### src/pfma_pkg.sv
// ----------------------------------------------------------------------------
// pfma_pkg
// Shared types and constants of the modular ALU over the prime 1000000007.
// ----------------------------------------------------------------------------
`default_nettype none

package pfma_pkg;

  localparam int unsigned RES_W    = 30;
  localparam int unsigned OPND_W   = 32;
  localparam int unsigned EXP_BITS = 32;

  localparam logic [RES_W-1:0] PRIME = 30'd1000000007;

  typedef enum logic [2:0] {
    KIND_ADD = 3'd0,
    KIND_SUB = 3'd1,
    KIND_MUL = 3'd2,
    KIND_POW = 3'd3,
    KIND_INV = 3'd4,
    KIND_DIV = 3'd5
  } kind_t;

  typedef struct packed {
    logic              valid;
    logic [OPND_W-1:0] x;
    logic [RES_W-1:0]  y;
  } mm_req_t;

  typedef struct packed {
    logic             valid;
    logic [RES_W-1:0] value;
  } mm_rsp_t;

endpackage

`default_nettype wire

### src/pfma_modmul.sv
// ----------------------------------------------------------------------------
// pfma_modmul
// Four-stage Barrett modular multiplier: (x * y) mod PRIME for x * y < 2^60
// and y < PRIME. One request in flight at a time under the sequencer.
// ----------------------------------------------------------------------------
`default_nettype none

module pfma_modmul
  import pfma_pkg::*;
(
  input  wire logic    clk,
  input  wire logic    rst_n,
  input  wire mm_req_t req,
  output mm_rsp_t      rsp
);

  // floor(2^60 / PRIME), 31 bits
  localparam logic [30:0] MU = 31'((64'd1 << 60) / 64'(PRIME));

  logic        s1_v_r, s2_v_r, s3_v_r, s4_v_r;
  logic [59:0] prod_r;
  logic [31:0] x2_lo_r, x3_lo_r;
  logic [30:0] t_r;
  logic [31:0] qp_r;
  logic [RES_W-1:0] res_r;

  logic [59:0] prod_full;
  logic [61:0] t_full;
  logic [31:0] q_lo;
  logic [31:0] r0, r1, r2;

  assign prod_full = 60'(req.x) * 60'(req.y);
  assign t_full    = 62'(prod_r[59:29]) * 62'(MU);
  assign q_lo      = {1'b0, t_r};

  assign r0 = x3_lo_r - qp_r;
  assign r1 = (r0 >= 32'(PRIME)) ? r0 - 32'(PRIME) : r0;
  assign r2 = (r1 >= 32'(PRIME)) ? r1 - 32'(PRIME) : r1;

  always_ff @(posedge clk) begin
    if (!rst_n) begin
      s1_v_r <= 1'b0;
      s2_v_r <= 1'b0;
      s3_v_r <= 1'b0;
      s4_v_r <= 1'b0;
    end else begin
      s1_v_r <= req.valid;
      s2_v_r <= s1_v_r;
      s3_v_r <= s2_v_r;
      s4_v_r <= s3_v_r;
    end
  end

  always_ff @(posedge clk) begin
    prod_r  <= prod_full;
    t_r     <= t_full[61:31];
    x2_lo_r <= prod_r[31:0];
    qp_r    <= q_lo * 32'(PRIME);
    x3_lo_r <= x2_lo_r;
    res_r   <= r2[RES_W-1:0];
  end

  assign rsp.valid = s4_v_r;
  assign rsp.value = res_r;

endmodule

`default_nettype wire
### config.mk
export PLATFORM = sky130hd
export DESIGN_NAME = pfma_modmul
export DESIGN_NICKNAME = d
export VERILOG_FILES = /design/src/pfma_pkg.sv /design/src/pfma_modmul.sv
export SDC_FILE = /design/constraint.sdc
export NUM_CORES = 2
export LEC_CHECK = 0
export ABC_CLOCK_PERIOD_IN_PS = 13700
export BUFFER_PORTS_ARGS = -buffer_cell sky130_fd_sc_hd__buf_2
export CAP_MARGIN = 10
export CELL_PAD_IN_SITES_DETAIL_PLACEMENT = 1
export CELL_PAD_IN_SITES_GLOBAL_PLACEMENT = 1
export CORE_MARGIN = 2
export CORE_UTILIZATION = 45
export DETAILED_ROUTE_END_ITERATION = 10
export GPL_TIMING_DRIVEN = 0
export PLACE_DENSITY = 0.78
export SLEW_MARGIN = 40
export SYNTH_ARGS = -nofsm -noshare
export SYNTH_HDL_FRONTEND = slang
export SYNTH_SLANG_ARGS = --single-unit
### constraint.sdc
create_clock -name clk -period 13.7 [get_ports clk]
set_input_delay 0.685 -clock clk [delete_from_list [all_inputs] [get_ports clk]]
set_output_delay 0.685 -clock clk [all_outputs]
set_load 0.02 [all_outputs]
## Yosys cells after proc, flatten, opt, wreduce, memory -nomap -nowiden

Cells that the tools add are included.

| operators by class | value |
|---|---|
| $add $sub $neg | 3 |
| $mul | 3 |
| magnitude comparators | 2 |
| multiplexer cells | 2 |

Operators with widths:

| cell | number |
|---|---|
| $ge A32 B30 Y1 const B | 2 |
| $mul A32 B30 Y60 | 1 |
| $mul A31 B28 Y59 const B | 1 |
| $mul A31 B30 Y32 const B | 1 |
| $mux W32 | 1 |
| $sub A32 B30 Y32 const B | 1 |
| $sub A32 B32 Y32 | 1 |
| $mux W30 | 1 |
| $sub A30 B30 Y30 const B | 1 |

| word-level totals | value |
|---|---|
| flip-flop bits (word level) | 221 |
| input bits | 65 |
| output and inout bits | 31 |
| word-level logic and storage cells | 20 |

## Depth between registers and ports, before layout

| depth | value |
|---|---|
| depth after elaboration | 5 |
| depth in mapped cells | 35 |
| depth with buffers taken out | 34 |

## Worst setup path after synthesis

No wires, ideal clock.

| timing | value |
|---|---|
| path type | in2reg |
| from | input req[3] (netlist bit) |
| to | register prod_r[59] |
| library setup time | 0.121 ns |
| data arrival time | 8.521 ns |
| data required time | 13.579 ns |
| slack | 5.058 ns |
| stages on the path | 33 |
| path buffers | 1 |
| path through | clkbuf_1 and2_1 fa_1 fa_1 fa_1 inv_1 fa_1 inv_1 fa_1 inv_1 fa_1 inv_1 fa_1 inv_1 fa_1 inv_1 ha_1 and3_1 and2_1 a221o_1 a21o_1 a41o_1 a31oi_1 o21a_1 o21ai_0 a31oi_1 or4b_2 a31oi_1 nand2_1 a31oi_1 a21o_1 a21oi_1 xnor2_1 |

| between the ends | value |
|---|---|
| word-level cells in the longest chain between the ends | 1 |

Ends and longest elaborated chain:

| element | RTL line | RTL |
|---|---|---|
| start, declared | pfma_modmul.sv:13 | `input wire mm_req_t req,` |
| $mul A32 B30 Y60 | pfma_modmul.sv:32 | `assign prod_full = 60'(req.x) * 60'(req.y);` |
| named net prod_full[59] | pfma_modmul.sv:27 | `logic [59:0] prod_full;` |
| end signal, assigned | pfma_modmul.sv:55 | `prod_r <= prod_full;` |
| end, declared | pfma_modmul.sv:21 | `logic [59:0] prod_r;` |

The timed path passes the listed nets, and every way through them passes these cells.
A chain may end at the register's enable or synchronous reset.

## Worst setup path in the final report

| timing | value |
|---|---|
| from | input req[4] (netlist bit) |
| to | register prod_r[59] |

Same word-level chain as after synthesis.

==> metrics.txt <==
Post-route DRC 0; worst hold endpoint x2_lo_r[10]; antenna violations before repair 16; grt met1 use around 38%; Mapped Area 58,700 um2; HP Class flop to flop; syn_nets between 8,000 and 9,000; vias in the first global route 48,300; Critical Path AT 10,690 ps; hold path depth 0; final hold viol count 0; status finished clean; Core Region 129,000 um2; IO Port Bufs 65; max cap viols 0; Tmin final about 10,000 ps; Area Overhead vs Synth 5.77%; worst-skew pair later-pin latency approximately 550 ps; gr ovfl total 0; DIE WIDTH 365 um; period utilization around three quarters; Slew Limit Fails 0; syn avg cell area about 9.6 um2; hpwl dp 160 mm; GRT Overall Usage approximately 29%; fin util 47.9%; GR Util met2 47.0%; routed wire length 188 mm; clock root cell clkbuf_16; cts bufs inserted 23; most frequent cell after synthesis inv_1; Setup Skew 20.0 ps; RSZ-0062 raised after global routing false; Slew Limit Headroom 34.9%; number of enable flip-flop cells after synthesis 0; FP Rows 132; depth of the worst register-to-register path 24; Critical Path RT 14,140 ps; Worst-path clk slew ~60 ps; most used cell, CP fa_1; post-cts resize count 0; number of routed nets with antenna violations 0; sequential area share after synthesis 7.54%; Setup CP Type input pin to flop; share of the synthesized area in the top cell type ~44%; gr busiest metal met2; Unique masters post-synth between 80 and 90; Yosys top cell by area fa_1; R2R Path End t_r[30]; Worst-Margin Slew 977 ps; critical path depth 34; nature of the critical path endpoint flop; share of post-route cells with drive strength above 1 3.50%; setup bufs post-CTS 0; DR WL/cell 23.5 um; fmax slightly below 100 MHz; Die H ~370 um; synth cell count leaders inv_1, fa_1, ha_1, and2_1, nand2_1; CTS sink count between 200 and 250; critical path's slowest cell or4b_2; Crit path max-delay family adder cells; Hold Buf Count CTS 0; Synth area leaders fa_1, ha_1, inv_1; Initial Utilization 45.3%; Final nets 8,338; Bufs on Longest Clock Path 3; Ys Warns 0; maximum number of pins on one net before global-route repair 16; Seq cells post-synth 221; FF-to-FF setup slack 4820 ps; Syn Inst Count 6,120; TritonRoute pass-1 iters 5; reg2reg start prod_r[48]; startpoint type of the worst setup path input pin; Die ar. about 130,000 um2; worst-path fanout max 10; CTS tree yes; Iteration-0 DRC Markers between 2,000 and 3,000; Ports 96; H-tree depth 1; routability cong. 0.967; Max stage delay on crit path 780 ps; vias approximately 43,000; asr flop ratio synth 0%; first-pass GRT wire length 289 mm; Most used DFF post-synth dfxtp_1; detailed-route vias per instance 5.37; Hold Crit Start prod_r[10]; WP buf/inv 8; grt met3 use 5.13%; Setup violations, final 0; total negative slack 0 ps
## flip-flops by register name (all words and copies together) (netlist names)
register	flops
t_r	31
x2_lo_r	32
qp_r	32
prod_r	60
s2_v_r	1
x3_lo_r	32
res_r	30
s3_v_r	1
s4_v_r	1
s1_v_r	1
## how the worst max path moves through the flow
stage                      end  slack (ps)  startpoint
global placement    prod_r[59]        2610      req[3]
finish              prod_r[59]        3450      req[4]
CTS                 prod_r[59]        3550      req[4]
global route        prod_r[59]        3150      req[4]
detailed placement  prod_r[59]        2980      req[4]
floorplan           prod_r[59]        5060      req[3]
## area by class of cell
cell class	count	area (um2)
diodes	11	27.5
plain buffers	209	873
clock buffers	26	607
clock inverters	13	153
fillers	14900	67400
inverters	1534	5760
multi-input cells	4156	47700
flip-flops and latches	221	4440
well taps	1742	2180
repair buffers	67	340
## cell families (layout without fill, tap and decap cells)
logic type	after synthesis	after routing	share of synthesized area [%]
multiplexers	4	4	0.0682
buffers and inverters	1743	1849	11.2
adder cells (fa/ha/maj)	2061	2061	60.3
XOR/XNOR	213	213	3.21
other	0	11	0
AND/OR/NAND/NOR	1415	1415	12.3
flip-flops	221	221	7.54
AO/OA/AOI/OAI	463	463	5.37
## per-stage QoR
step           area [um2]  hold slack (ps)  setup slack [ps]  std cells
2_1_floorplan       58700              310              5060       6120
3_3_place_gp        61200              312              2610       7927
3_5_place_dp        61200              313              2980       7929
4_1_cts             62000              323              3550       7968
5_1_grt             62000              330              3150       7972
6_report            62100              326              3450       7979
## layer usage
metal  vias up  part of all wire (%)
met2      1580                    46
met1     22300                    41
met3       396                   7.6
met4         4                   5.2
li1      18500                     -
met5         -                 0.014
## placed cells by master, fill, tap and decap left out, types with 7 or more instances in the layout
cell type	instances
a211o_1	10
a211oi_1	17
a211oi_2	7
a21o_1	63
a21oi_1	117
a31oi_1	21
and2_1	567
and3_1	21
buf_2	74
clkbuf_1	155
clkbuf_16	23
clkbuf_2	38
dfxtp_1	211
dfxtp_2	10
diode_2	11
fa_1	1279
ha_1	782
inv_1	1534
nand2_1	519
nand2b_1	18
nand3_1	40
nand4_1	14
nor2_1	126
nor2b_1	19
nor3_1	31
o211ai_1	11
o21a_1	21
o21ai_0	75
o21bai_1	23
o31ai_1	8
or3_1	16
xnor2_1	154
xor2_1	57
## worst register-to-register path: cells and delay by family (launching register included)
family                   cells  cell delay [ps]
adder cells (fa/ha/maj)      8             3970
AO/OA/AOI/OAI                9             2980
flip-flops                   1              870
AND/OR/NAND/NOR              4              650
XOR/XNOR                     1              200
buffers and inverters        2              120
Power is left out: the tool's default activity adds up to more than one toggle a clock period on the data nets, which glitch-free logic cannot reach.
